File: src/design/sfr_pkg.sv
// ----------------------------------------------------------------------------
// sfr_pkg: shared types and constants for the stream find-and-replace block
// Holds the item structs, register indexes and the command and status bundles
// that pass between the controller and the datapath.
// ----------------------------------------------------------------------------
package sfr_pkg;

  localparam int BYTE_W     = 8;
  localparam int LEN_W      = 4;
  localparam int CFG_IDX_W  = 2;
  localparam int CFG_DATA_W = 64;

  // Configuration register indexes.
  localparam logic [CFG_IDX_W-1:0] REG_PATTERN_BYTES      = 2'd0;
  localparam logic [CFG_IDX_W-1:0] REG_PATTERN_LENGTH     = 2'd1;
  localparam logic [CFG_IDX_W-1:0] REG_REPLACEMENT_BYTES  = 2'd2;
  localparam logic [CFG_IDX_W-1:0] REG_REPLACEMENT_LENGTH = 2'd3;

  // One source byte.
  typedef struct packed {
    logic [BYTE_W-1:0] in_byte;
    logic              in_final;
  } src_item_t;

  // One result item.
  typedef struct packed {
    logic [BYTE_W-1:0] out_byte;
    logic              byte_valid;
    logic              run_last;
    logic              string_end;
  } res_item_t;

  // Commands from the controller to the datapath.
  typedef struct packed {
    logic load_in;       // capture the accepted source byte and its final flag
    logic append_in;     // append the accepted byte to the hold buffer
    logic emit_head;     // send the oldest held byte and shift the buffer
    logic append_saved;  // with emit_head: append the captured byte after the shift
    logic clear_cnt;     // drop the whole buffer (pattern consumed)
    logic emit_rep;      // send the next replacement byte
    logic rep_clr;       // restart the replacement index
    logic finish;        // close the run: release the pending result, or an end marker, as last
  } dp_cmd_t;

  // Status from the datapath to the controller.
  typedef struct packed {
    logic rel_need;      // held bytes are no longer a strict prefix of the pattern
    logic cnt_zero;
    logic cnt_one;
    logic plen_zero;
    logic full_match;    // buffer holds the whole pattern
    logic part_match;    // buffer is a strict prefix of the pattern
    logic rlen_zero;
    logic rep_last;      // current replacement byte is the final one
    logic final_seen;    // the captured byte ends the string
    logic pend_valid;    // a result waits in the pending stage
    logic out_free;      // the output register can take a result this cycle
  } dp_status_t;

endpackage

File: src/design/sfr_datapath.sv
// ----------------------------------------------------------------------------
// sfr_datapath: storage and compare logic for find-and-replace
// Holds the configuration registers, the partial-match buffer, the pattern
// comparators, the replacement index, a one-deep pending stage and the
// output register.
// ----------------------------------------------------------------------------
module sfr_datapath
  import sfr_pkg::*;
#(
  parameter int PATTERN_MAX = 8,
  parameter int REPLACE_MAX = 8
) (
  input  logic                  clk,
  input  logic                  rst_n,
  input  logic                  cfg_we,
  input  logic [CFG_IDX_W-1:0]  cfg_index,
  input  logic [CFG_DATA_W-1:0] cfg_data,
  input  src_item_t             in_data,
  input  dp_cmd_t               cmd,
  output dp_status_t            status,
  input  logic                  out_ready,
  output logic                  out_valid,
  output res_item_t             out_data
);

  localparam int CW  = $clog2(PATTERN_MAX + 1);
  localparam int RLW = $clog2(REPLACE_MAX + 1);
  localparam int RIW = (REPLACE_MAX > 1) ? $clog2(REPLACE_MAX) : 1;

  logic [BYTE_W-1:0] pat_r [PATTERN_MAX];
  logic [BYTE_W-1:0] rep_r [REPLACE_MAX];
  logic [LEN_W-1:0]  plen_reg_r;
  logic [LEN_W-1:0]  rlen_reg_r;

  logic [BYTE_W-1:0] hold_r   [PATTERN_MAX];
  logic [BYTE_W-1:0] hold_nxt [PATTERN_MAX];
  logic [CW-1:0]     cnt_r;
  logic [CW-1:0]     cnt_nxt;
  logic [RIW-1:0]    ridx_r;
  logic [BYTE_W-1:0] byte_r;
  logic              final_r;

  logic              pend_valid_r;
  logic [BYTE_W-1:0] pend_byte_r;
  logic              out_valid_r;
  res_item_t         out_data_r;

  logic [CW-1:0]          plen;
  logic [RLW-1:0]         rlen;
  logic [PATTERN_MAX-1:0] eq;
  logic [PATTERN_MAX-1:0] below_cnt;
  logic [PATTERN_MAX-1:0] below_plen;
  logic                   match_cnt;
  logic                   match_plen;
  logic                   emit;
  logic [BYTE_W-1:0]      emit_byte;

  // Configuration registers; unknown indexes cannot occur with a two-bit index.
  always_ff @(posedge clk) begin
    if (!rst_n) begin
      for (int i = 0; i < PATTERN_MAX; i++) pat_r[i] <= '0;
      for (int i = 0; i < REPLACE_MAX; i++) rep_r[i] <= '0;
      plen_reg_r <= '0;
      rlen_reg_r <= '0;
    end else if (cfg_we) begin
      case (cfg_index)
        REG_PATTERN_BYTES: begin
          for (int i = 0; i < PATTERN_MAX; i++) pat_r[i] <= cfg_data[BYTE_W*i +: BYTE_W];
        end
        REG_PATTERN_LENGTH:     plen_reg_r <= cfg_data[LEN_W-1:0];
        REG_REPLACEMENT_BYTES: begin
          for (int i = 0; i < REPLACE_MAX; i++) rep_r[i] <= cfg_data[BYTE_W*i +: BYTE_W];
        end
        REG_REPLACEMENT_LENGTH: rlen_reg_r <= cfg_data[LEN_W-1:0];
        default: ;
      endcase
    end
  end

  // Lengths above the build limits saturate.
  assign plen = (plen_reg_r > LEN_W'(PATTERN_MAX)) ? CW'(PATTERN_MAX) : CW'(plen_reg_r);
  assign rlen = (rlen_reg_r > LEN_W'(REPLACE_MAX)) ? RLW'(REPLACE_MAX) : RLW'(rlen_reg_r);

  // Byte-wise compare of the buffer against the pattern, masked by length.
  always_comb begin
    for (int i = 0; i < PATTERN_MAX; i++) begin
      eq[i]         = (hold_r[i] == pat_r[i]);
      below_cnt[i]  = (CW'(i) < cnt_r);
      below_plen[i] = (CW'(i) < plen);
    end
  end

  assign match_cnt  = &(eq | ~below_cnt);
  assign match_plen = &(eq | ~below_plen);

  // Status toward the controller.
  always_comb begin
    status.rel_need   = (cnt_r != '0) && !((cnt_r < plen) && match_cnt);
    status.cnt_zero   = (cnt_r == '0);
    status.cnt_one    = (cnt_r == CW'(1));
    status.plen_zero  = (plen == '0);
    status.full_match = (plen != '0) && (cnt_r == plen) && match_plen;
    status.part_match = (cnt_r < plen) && match_cnt;
    status.rlen_zero  = (rlen == '0);
    status.rep_last   = ((RLW'(ridx_r) + RLW'(1)) == rlen);
    status.final_seen = final_r;
    status.pend_valid = pend_valid_r;
    status.out_free   = !out_valid_r || out_ready;
  end

  // Next contents of the hold buffer: append, shift out the head, or drop all.
  always_comb begin
    hold_nxt = hold_r;
    cnt_nxt  = cnt_r;
    if (cmd.append_in) begin
      for (int i = 0; i < PATTERN_MAX; i++) begin
        if (CW'(i) == cnt_r) hold_nxt[i] = in_data.in_byte;
      end
      cnt_nxt = cnt_r + CW'(1);
    end
    if (cmd.emit_head) begin
      for (int i = 0; i < PATTERN_MAX - 1; i++) hold_nxt[i] = hold_r[i+1];
      cnt_nxt = cnt_r - CW'(1);
      if (cmd.append_saved) begin
        for (int i = 0; i < PATTERN_MAX; i++) begin
          if (CW'(i) == cnt_r - CW'(1)) hold_nxt[i] = byte_r;
        end
        cnt_nxt = cnt_r;
      end
    end
    if (cmd.clear_cnt) cnt_nxt = '0;
  end

  // Buffer contents carry no reset; the count does.
  always_ff @(posedge clk) begin
    hold_r <= hold_nxt;
    if (cmd.load_in) begin
      byte_r  <= in_data.in_byte;
      final_r <= in_data.in_final;
    end
  end

  always_ff @(posedge clk) begin
    if (!rst_n) begin
      cnt_r  <= '0;
      ridx_r <= '0;
    end else begin
      cnt_r <= cnt_nxt;
      if (cmd.rep_clr) begin
        ridx_r <= '0;
      end else if (cmd.emit_rep) begin
        ridx_r <= ridx_r + RIW'(1);
      end
    end
  end

  // Each new byte parks in the pending stage; the one it displaces goes out
  // as a non-last result. The finish command marks the end of the run.
  assign emit      = cmd.emit_head || cmd.emit_rep;
  assign emit_byte = cmd.emit_head ? hold_r[0] : rep_r[ridx_r];

  always_ff @(posedge clk) begin
    if (!rst_n) begin
      pend_valid_r <= 1'b0;
      out_valid_r  <= 1'b0;
    end else begin
      if (out_valid_r && out_ready) out_valid_r <= 1'b0;
      if (emit) begin
        pend_valid_r <= 1'b1;
        if (pend_valid_r) out_valid_r <= 1'b1;
      end
      if (cmd.finish) begin
        pend_valid_r <= 1'b0;
        if (pend_valid_r || final_r) out_valid_r <= 1'b1;
      end
    end
  end

  always_ff @(posedge clk) begin
    if (emit) begin
      pend_byte_r <= emit_byte;
      if (pend_valid_r) begin
        out_data_r.out_byte   <= pend_byte_r;
        out_data_r.byte_valid <= 1'b1;
        out_data_r.run_last   <= 1'b0;
        out_data_r.string_end <= 1'b0;
      end
    end
    if (cmd.finish) begin
      if (pend_valid_r) begin
        out_data_r.out_byte   <= pend_byte_r;
        out_data_r.byte_valid <= 1'b1;
        out_data_r.run_last   <= 1'b1;
        out_data_r.string_end <= final_r;
      end else if (final_r) begin
        out_data_r.out_byte   <= '0;
        out_data_r.byte_valid <= 1'b0;
        out_data_r.run_last   <= 1'b1;
        out_data_r.string_end <= 1'b1;
      end
    end
  end

  assign out_valid = out_valid_r;
  assign out_data  = out_data_r;

endmodule

File: src/design/sfr_ctrl.sv
// ----------------------------------------------------------------------------
// sfr_ctrl: sequencing state machine for find-and-replace
// Accepts one source byte at a time and walks the datapath through release,
// scan, replacement and end-of-run steps, one output byte per cycle unless stalled.
// ----------------------------------------------------------------------------
module sfr_ctrl
  import sfr_pkg::*;
(
  input  logic       clk,
  input  logic       rst_n,
  input  logic       in_valid,
  output logic       in_ready,
  input  dp_status_t status,
  output dp_cmd_t    cmd
);

  localparam logic [2:0] S_IDLE = 3'd0;  // waiting for a source byte
  localparam logic [2:0] S_REL  = 3'd1;  // releasing stale held bytes
  localparam logic [2:0] S_SCAN = 3'd2;  // matching the buffer against the pattern
  localparam logic [2:0] S_REPL = 3'd3;  // sending replacement bytes
  localparam logic [2:0] S_END  = 3'd4;  // flush on final byte, then close the run

  logic [2:0] state_r;
  logic [2:0] state_nxt;
  logic       emit_ok;
  logic       finish_ok;

  // A new byte may be produced if the pending stage is empty or can move on.
  assign emit_ok   = !status.pend_valid || status.out_free;
  assign finish_ok = status.out_free || (!status.pend_valid && !status.final_seen);

  always_comb begin
    state_nxt = state_r;
    cmd       = '0;
    in_ready  = 1'b0;
    case (state_r)
      S_IDLE: begin
        in_ready = 1'b1;
        if (in_valid) begin
          cmd.load_in = 1'b1;
          if (status.rel_need) begin
            state_nxt = S_REL;
          end else begin
            cmd.append_in = 1'b1;
            state_nxt     = S_SCAN;
          end
        end
      end
      S_REL: begin
        if (emit_ok) begin
          cmd.emit_head = 1'b1;
          if (status.cnt_one) begin
            cmd.append_saved = 1'b1;
            state_nxt        = S_SCAN;
          end
        end
      end
      S_SCAN: begin
        if (status.cnt_zero) begin
          state_nxt = S_END;
        end else if (status.full_match) begin
          cmd.clear_cnt = 1'b1;
          cmd.rep_clr   = 1'b1;
          state_nxt     = status.rlen_zero ? S_END : S_REPL;
        end else if (status.part_match && !status.plen_zero) begin
          state_nxt = S_END;
        end else if (emit_ok) begin
          // Oldest byte cannot start a match: release it and check again.
          cmd.emit_head = 1'b1;
          if (status.cnt_one) state_nxt = S_END;
        end
      end
      S_REPL: begin
        if (emit_ok) begin
          cmd.emit_rep = 1'b1;
          if (status.rep_last) state_nxt = S_END;
        end
      end
      S_END: begin
        if (status.final_seen && !status.cnt_zero) begin
          if (emit_ok) cmd.emit_head = 1'b1;
        end else if (finish_ok) begin
          cmd.finish = 1'b1;
          state_nxt  = S_IDLE;
        end
      end
      default: state_nxt = S_IDLE;
    endcase
  end

  always_ff @(posedge clk) begin
    if (!rst_n) begin
      state_r <= S_IDLE;
    end else begin
      state_r <= state_nxt;
    end
  end

endmodule

File: src/design/stream_find_and_replace.sv
// ----------------------------------------------------------------------------
// stream_find_and_replace: streaming find-and-replace-all over a byte string
// Replaces every leftmost, non-overlapping occurrence of a configured pattern
// with a configured replacement, holding partial matches between bytes.
// ----------------------------------------------------------------------------
//
//   Channel   Direction  Handshake            Payload
//   cfg_      in         cfg_we               cfg_index, cfg_data (64 bits)
//   in_       in         in_valid / in_ready  src_item_t (in_byte, in_final)
//   out_      out        out_valid/out_ready  res_item_t (out_byte, byte_valid,
//                                             run_last, string_end)
//
// One source byte is handled at a time: an item is accepted, each result byte
// it produces is sent, each full or partial pattern match found is handled,
// and the run is closed before the next source byte is taken.
// The controller steps the datapath one output byte per cycle, unless the
// output stalls, through a single pending stage and the output register.
// Reset is synchronous and active low; the held-byte buffer needs no clearing.
// A stalled output holds the controller only when the pending result or the
// end-of-string marker has nowhere to go.
//
module stream_find_and_replace
  import sfr_pkg::*;
#(
  parameter int PATTERN_MAX = 8,
  parameter int REPLACE_MAX = 8
) (
  input  logic                  clk,
  input  logic                  rst_n,
  input  logic                  cfg_we,
  input  logic [CFG_IDX_W-1:0]  cfg_index,
  input  logic [CFG_DATA_W-1:0] cfg_data,
  input  logic                  in_valid,
  output logic                  in_ready,
  input  src_item_t             in_data,
  output logic                  out_valid,
  input  logic                  out_ready,
  output res_item_t             out_data
);

  dp_cmd_t    cmd;
  dp_status_t status;

  // Sequencing.
  sfr_ctrl u_ctrl (
    .clk      (clk),
    .rst_n    (rst_n),
    .in_valid (in_valid),
    .in_ready (in_ready),
    .status   (status),
    .cmd      (cmd)
  );

  // Storage, compare and output staging.
  sfr_datapath #(
    .PATTERN_MAX (PATTERN_MAX),
    .REPLACE_MAX (REPLACE_MAX)
  ) u_datapath (
    .clk       (clk),
    .rst_n     (rst_n),
    .cfg_we    (cfg_we),
    .cfg_index (cfg_index),
    .cfg_data  (cfg_data),
    .in_data   (in_data),
    .cmd       (cmd),
    .status    (status),
    .out_ready (out_ready),
    .out_valid (out_valid),
    .out_data  (out_data)
  );

endmodule

File: config.mk
export PLATFORM = sky130hd
export DESIGN_NAME = stream_find_and_replace
export DESIGN_NICKNAME = d
export VERILOG_FILES = /design/src/design/sfr_pkg.sv /design/src/design/sfr_datapath.sv /design/src/design/sfr_ctrl.sv /design/src/design/stream_find_and_replace.sv
export SDC_FILE = /design/constraint.sdc
export NUM_CORES = 1
export LEC_CHECK = 0
export BUFFER_PORTS_ARGS = -buffer_cell sky130_fd_sc_hd__buf_2
export CAP_MARGIN = 0
export CELL_PAD_IN_SITES_DETAIL_PLACEMENT = 0
export CELL_PAD_IN_SITES_GLOBAL_PLACEMENT = 2
export CORE_MARGIN = 10
export CORE_UTILIZATION = 38
export DETAILED_ROUTE_END_ITERATION = 10
export PLACE_DENSITY_LB_ADDON = 0.1
export SLEW_MARGIN = 15
export SYNTH_ARGS = -nofsm -noshare
export SYNTH_HDL_FRONTEND = slang
export SYNTH_SLANG_ARGS = --single-unit
File: constraint.sdc
create_clock -name clk -period 5.4 [get_ports clk]
set_clock_uncertainty 0.1 [all_clocks]
set_input_delay 0.27 -clock clk [delete_from_list [all_inputs] [get_ports clk]]
set_output_delay 0.27 -clock clk [all_outputs]
set_load 0.02 [all_outputs]
## After elaboration in Yosys (flattened, before gate mapping)

Memories as Yosys holds them, arrays and structs flattened. A register that Yosys moved wholly into a read port is not among the register bits.
Index checks and enable logic that the tools add are counted.

| storage, ports and cells | value |
|---|---|
| register bits after elaboration | 112 |
| RAM bits | 128 |
| bits of input ports | 80 |
| output and inout port bits | 13 |
| word-level logic and storage cells | 257 |
| memories kept | 2 |

Memories:

| name | depth | width | rd ports | clocked after Yosys merged registers in | write ports | RTL line | source |
|---|---|---|---|---|---|---|---|
| u_datapath.pat_r | 8 | 8 | 8 | 0 | 8 | sfr_datapath.sv:30 | `logic [BYTE_W-1:0] pat_r [PATTERN_MAX];` |
| u_datapath.rep_r | 8 | 8 | 1 | 1 | 8 | sfr_datapath.sv:31 | `logic [BYTE_W-1:0] rep_r [REPLACE_MAX];` |

| cells by class | value |
|---|---|
| $add $sub $neg | 4 |
| $lt $le $gt $ge | 19 |
| eq/ne operators | 42 |
| muxes and demuxes | 97 |
| bitwise logic cells | 21 |
| reductions and logical operators | 50 |

Operators by type and width:

| operator | number |
|---|---|
| 8-bit 2-to-1 mux | 33 |
| 64-bit 2-to-1 mux | 3 |
| 8-bit == test | 8 |
| 11-bit 2-to-1 mux | 5 |
| 3-bit 2-to-1 mux | 15 |
| 3-bit by 4-bit == test with 1-bit output, first input constant | 8 |
| 3-bit by 4-bit less-than comparator with 1-bit output, first input constant | 8 |
| 1-bit 2-to-1 mux | 30 |
| 4-bit 2-to-1 mux | 5 |
| 2-bit AND reduction | 10 |
| 2-bit by 4-bit == test with 1-bit output, first input constant | 4 |
| 4-bit zero test | 4 |
| 1-bit by 4-bit less-than comparator with 1-bit output, first input constant | 4 |
| 2-bit by 4-bit less-than comparator with 1-bit output, first input constant | 4 |
| 8-bit NOT | 2 |
| 1-bit bitwise OR | 16 |
| 8-bit bitwise OR | 2 |
| 8-bit AND reduction | 2 |
| 2-bit nonzero test | 8 |
| 3-bit case mux with 5 select lines | 1 |
| 2-bit inequality test, second input constant | 5 |
| 9-bit AND reduction | 1 |
| 1-bit by 4-bit == test with 1-bit output, first input constant | 2 |
| 4-bit == test | 2 |
| 25 further kinds | 51 |

## Longest topological paths before layout

| depth | value |
|---|---|
| depth after elaboration | 15 |
| mapped depth | 15 |
| gate-level depth less buffers | 12 |

## Cells and area by module

From an unflattened synthesis, not the netlist that was laid out.

| second synthesis, totals | value |
|---|---|
| cells, all modules | 905 |
| area total of the unflattened synthesis | 11587.4 um^2 |

Modules (own cells, without submodules):

| module | instances | cells an instance | area an instance (um^2) | seq. area each (um^2) |
|---|---|---|---|---|
| sfr_datapath | 1 | 857 | 11228.3 | 6816.5 |
| sfr_ctrl | 1 | 48 | 359.1 | 60.1 |

## Least setup slack after synthesis

No wires, ideal clock.

| timing path | value |
|---|---|
| path kind | input-to-reg |
| start point | input cfg_index[0] |
| end point | memory u_datapath.pat_r[0][0] (enable) |
| library setup time | 574 ps |
| data arrival time | 4921 ps |
| data required time | 4726 ps |
| slack | -196 ps |
| stages on the path | 2 |
| buffers on the path | 0 |
| path through | nand2b_1 > o21ai_0 |

RTL lines:

| item | RTL line | source |
|---|---|---|
| start: declaration | stream_find_and_replace.sv:31 | `input logic [CFG_IDX_W-1:0] cfg_index,` |
| end: declaration | sfr_datapath.sv:30 |  |

==> impl.org <==
** Status
- Status :: complete, but fails checks
- Violations in the final reports :: hold timing

** Worst setup path
- Critical path data arrival time :: 4.80 ns
- In this design, the stage delay of the slowest critical-path cell is 0.94 ns.
- CP max FO :: 25
- Data required time at the worst endpoint :: 5.74 ns
- The critical path goes through xor2_1, nor4_1, a21boi_0, o21a_1, or4_4, o211ai_4, a21o_1, buf_4, nor4_1, or3_1.
- Kind of cell adding the most delay to the critical path :: simple AND/OR/NAND/NOR gates
- In this design, the critical path's most frequently occurring cell is nor4_1.
- Startpoint class of the critical path :: flip-flop
- STA classifies the critical path endpoint as a flip-flop.
- The slowest stage of the critical path belongs to the cell nor4_1.
- Classification of the worst setup path :: flip-flop to flip-flop
- Counting both buffers and inverters, the worst setup path holds a total of 1.

** CTS
- In this run the number of H-tree levels came out at 1.
- After clock tree synthesis, the clock-pin slew on the worst setup and hold paths is 0.06 ns.
- In this run the deepest clock path goes through 3 buffers.
- The tree built by TritonCTS fans out to 243 sinks.
- Clock buffers created by TritonCTS :: 30
- Gates resized during post-CTS repair numbered 0.
- Clock latency on the worst-skew pair, taken at its later pin, is 0.58 ns.
- TritonCTS built the clock tree.
- The tree is rooted in a clkbuf_16.

** Finish
- Registers take 6878 sq um.
- Leaving out filler cells and counting taps, the final layout contains 1495.
- The area growth from synthesis to layout is 22.49%.
- After filler insertion, the fill cell instance count of the layout stands at 2700.
- In the final layout, the share of cells above drive strength 1 is 0.1739.
- Footprint of the multi-input gates :: 4469 sq um
- In the final design database the tool counted 1171 nets.

** Synth
- Yosys printed 0 warnings.
- The most common cell in the synthesized netlist is edfxtp_1.
- Mean instance size in the synthesized netlist :: 12.44 sq um
- Counting every net in the synthesized netlist gives 1025.
- Counting flops with a built-in enable in the synthesized netlist gives 201.
- Syn Std Cell Area :: 11620 sq um
- Share of flip-flops with an asynchronous set or reset :: 0
- After synthesis, the most frequently instantiated cells are 201 x edfxtp_1, 115 x and2_1, 86 x o21ai_0.
- edfxtp_1 takes more of the synthesized area than any other cell.
- Yosys mapped the design onto 60 distinct sky130hd cell types.
- Flop and latch count out of synthesis :: 243
- Synthesis produced 934 cells.
- Among all flip-flop cells after synthesis, the most frequent one is edfxtp_1.
- Share of the synthesized area in the top cell type :: 0.5196
- Share of synthesized area occupied by flip-flops and latches :: 0.5920
- Cell types occupying the most area after synthesis :: edfxtp_1 52%, dfxtp_1 7.2%, mux2i_1 7.0%, and2_1 6.2%, xor2_1 5.0%

** GRT
- Across every metal layer, demand over resource in global routing totals 0.1725.
- Remaining global-route overflow :: 0
- Via count of the first global-routing pass :: 8016
- The number of antenna violations at the first check in global routing was 2.
- The first global-routing pass estimated 50720 microns of wire.
- Entering global routing, the biggest net connects 65 pins.

** Timing
- Across all hold checks on the routed design, the worst slack comes to -0.01124 ns.
- The final count of pins violating max slew is 0.
- Based on the critical path, the design can be clocked at up to 224.2 MHz.
- Adding up every negative setup slack in the final design gives 0 ns.
- At the pin with the least slew margin, the transition time is 1.103 ns.
- Final setup violation count :: 0
- Headroom to the max-slew limit :: 0.2582
- Setup repair after global routing left no endpoint under its margin.
- Dividing the final minimum period by the clock period gives 0.8261.
- The count of endpoints failing hold in the final timing report came to 2.
- Post-layout minimum cycle time :: 4.461 ns

** Detailed routing
- Detailed routing inserted a total of 7681 vias.
- The detail route stage leaves a number of antenna-violating nets equal to 0.
- In the routed design, unresolved DRC markers number 0.
- Drt via density :: 5.138
- Routed Wire Length :: 33840 microns
- DR iter-0 viols :: 444
- The first TritonRoute pass finished after 5 iterations.
- Dividing the detail-routed wire length by the instance count gives 22.64 microns.

** Die
- From left edge to right edge, the die measures 194.8 microns.
- The core region is 29870 sq um.
- From bottom edge to top edge, the die measures 194.8 microns.
- 93 I/O pins were placed.
- The floorplan step defined a die boundary enclosing 37960 sq um.
- The floorplan has 63 rows.
- For this configuration, the core starts out at a cell density of 0.3888.

** Placement
- Including well taps, the total number of placed cells is 1367.
- GPL Wtd Cong :: 0.8096
- Dpl hpwl :: 24300 microns
- Number of buffer cells added on primary ports :: 92

** Power and ir drop
- Leakage power total :: 5.264 nW
- Dividing total power by cell area gives a power density of 468.1 nW/um^2.
- IR analysis of the VDD net gives a maximum drop of 263.3 uV.

** Hold path
- The min-delay analysis places its worst path in the category input port to flip-flop.

** Flow run
- # Max-Cap Violations :: 0
==> final timing paths <==
path | start | endpoint | slack, ns | cells after the start
setup / recovery | u_datapath.pat_r[0][57] | u_datapath.cnt_r[2] | 0.94 | 10
hold / removal | cfg_data[54] | u_datapath.pat_r[0][54] | -0.01 | 2
setup reg to reg | u_datapath.pat_r[0][57] | u_datapath.cnt_r[2] | 0.94 | 10
hold reg to reg | u_datapath.out_data[0] | u_datapath.out_data[0] | 0.37 | 1
==> state kept, by name (all words and copies together) (netlist names), 4 cells and up, named ones only <==
name,flops
u_datapath.pend_byte_r,8
u_datapath.byte_r,8
u_datapath.rlen_reg_r,4
u_datapath.hold_r,64
u_datapath.pat_r,64
u_datapath.cnt_r,4
u_datapath.rep_r,64
u_datapath.out_data,11
u_datapath.plen_reg_r,4
==> cells by family (layout without fill, tap and decap cells) <==
group	after synthesis	in the layout	share of synthesized area
flip-flops	243	243	0.5920
AO/OA/AOI/OAI	160	160	0.08412
AND/OR/NAND/NOR	282	282	0.1340
adder cells (fa/ha/maj)	11	11	0.01185
XOR/XNOR	68	68	0.05127
buffers and inverters	73	243	0.02596
multiplexers	97	97	0.1008
other	0	1	0
==> report_power, final <==
group,switching [mW],internal [mW]
Combinational,0.954,0.580
Sequential,0.388,2.60
Clock,0.828,1.31
Total,2.17,4.49
==> metrics by stage <==
stage | power [mW] | area, sq um | util | hold slack [ns] | worst slack, ns
4_1_cts | 6.725 | 14220 | 0.4760 | 0.006468 | 1.018
5_1_grt | 7.017 | 14230 | 0.4762 | 0.01026 | 0.7234
3_3_place_gp | 4.537 | 12420 | 0.4158 | 0.3514 | 0.9480
6_report | 6.660 | 14230 | 0.4763 | -0.01124 | 0.9392
2_1_floorplan | 3.930 | 11620 | - | 0.2689 | 1.534
3_5_place_dp | 4.533 | 12420 | 0.4158 | 0.3513 | 1.040
==> final cells by class <==
class / instances / share of cell area
diodes: 1 / 0.0001759
well taps: 390 / 0.03429
inverters: 13 / 0.003429
clock buffers: 39 / 0.06235
flip-flops and latches: 243 / 0.4834
repair buffers: 174 / 0.08811
multi-input cells: 618 / 0.3141
clock inverters: 17 / 0.01416
==> what timing repair did <==
item | 4_1_cts | 5_1_grt
hold buffers | 71 | 0
endpoints found under the hold margin | 145 | 0
setup buffers | 0 | 0
==> cells in the final DEF (no fill, tap or decap), drive strengths merged, types with 25 or more instances in the layout <==
| cell type | count |
|---|---|
| mux2i | 81 |
| dfxtp | 42 |
| and2 | 115 |
| dlygate4sd3 | 71 |
| xor2 | 66 |
| nor2 | 25 |
| o21ai | 87 |
| edfxtp | 201 |
| nand2 | 66 |
| buf | 103 |
| clkbuf | 39 |
==> worst register-to-register path: stages (launching register included) <==
cell and delay, ns:
edfxtp_1 0.37, xor2_1 0.17, nor4_1 0.94, a21boi_0 0.20
o21a_1 0.24, or4_4 0.60, o211ai_4 0.28, a21o_1 0.68
buf_4 0.37, nor4_1 0.08, or3_1 0.30
==> metal layers <==
layer  vias up  share of wire  wire, microns  track usage
li1       3728              -              -            -
met1      3768           0.47          15950       0.2376
met2       154           0.47          15950       0.2809
met3        29          0.042           1417      0.02788
met4         2          0.015            516      0.03381
met5         -        0.00038             13            0
(Power assumes the default switching activity.)
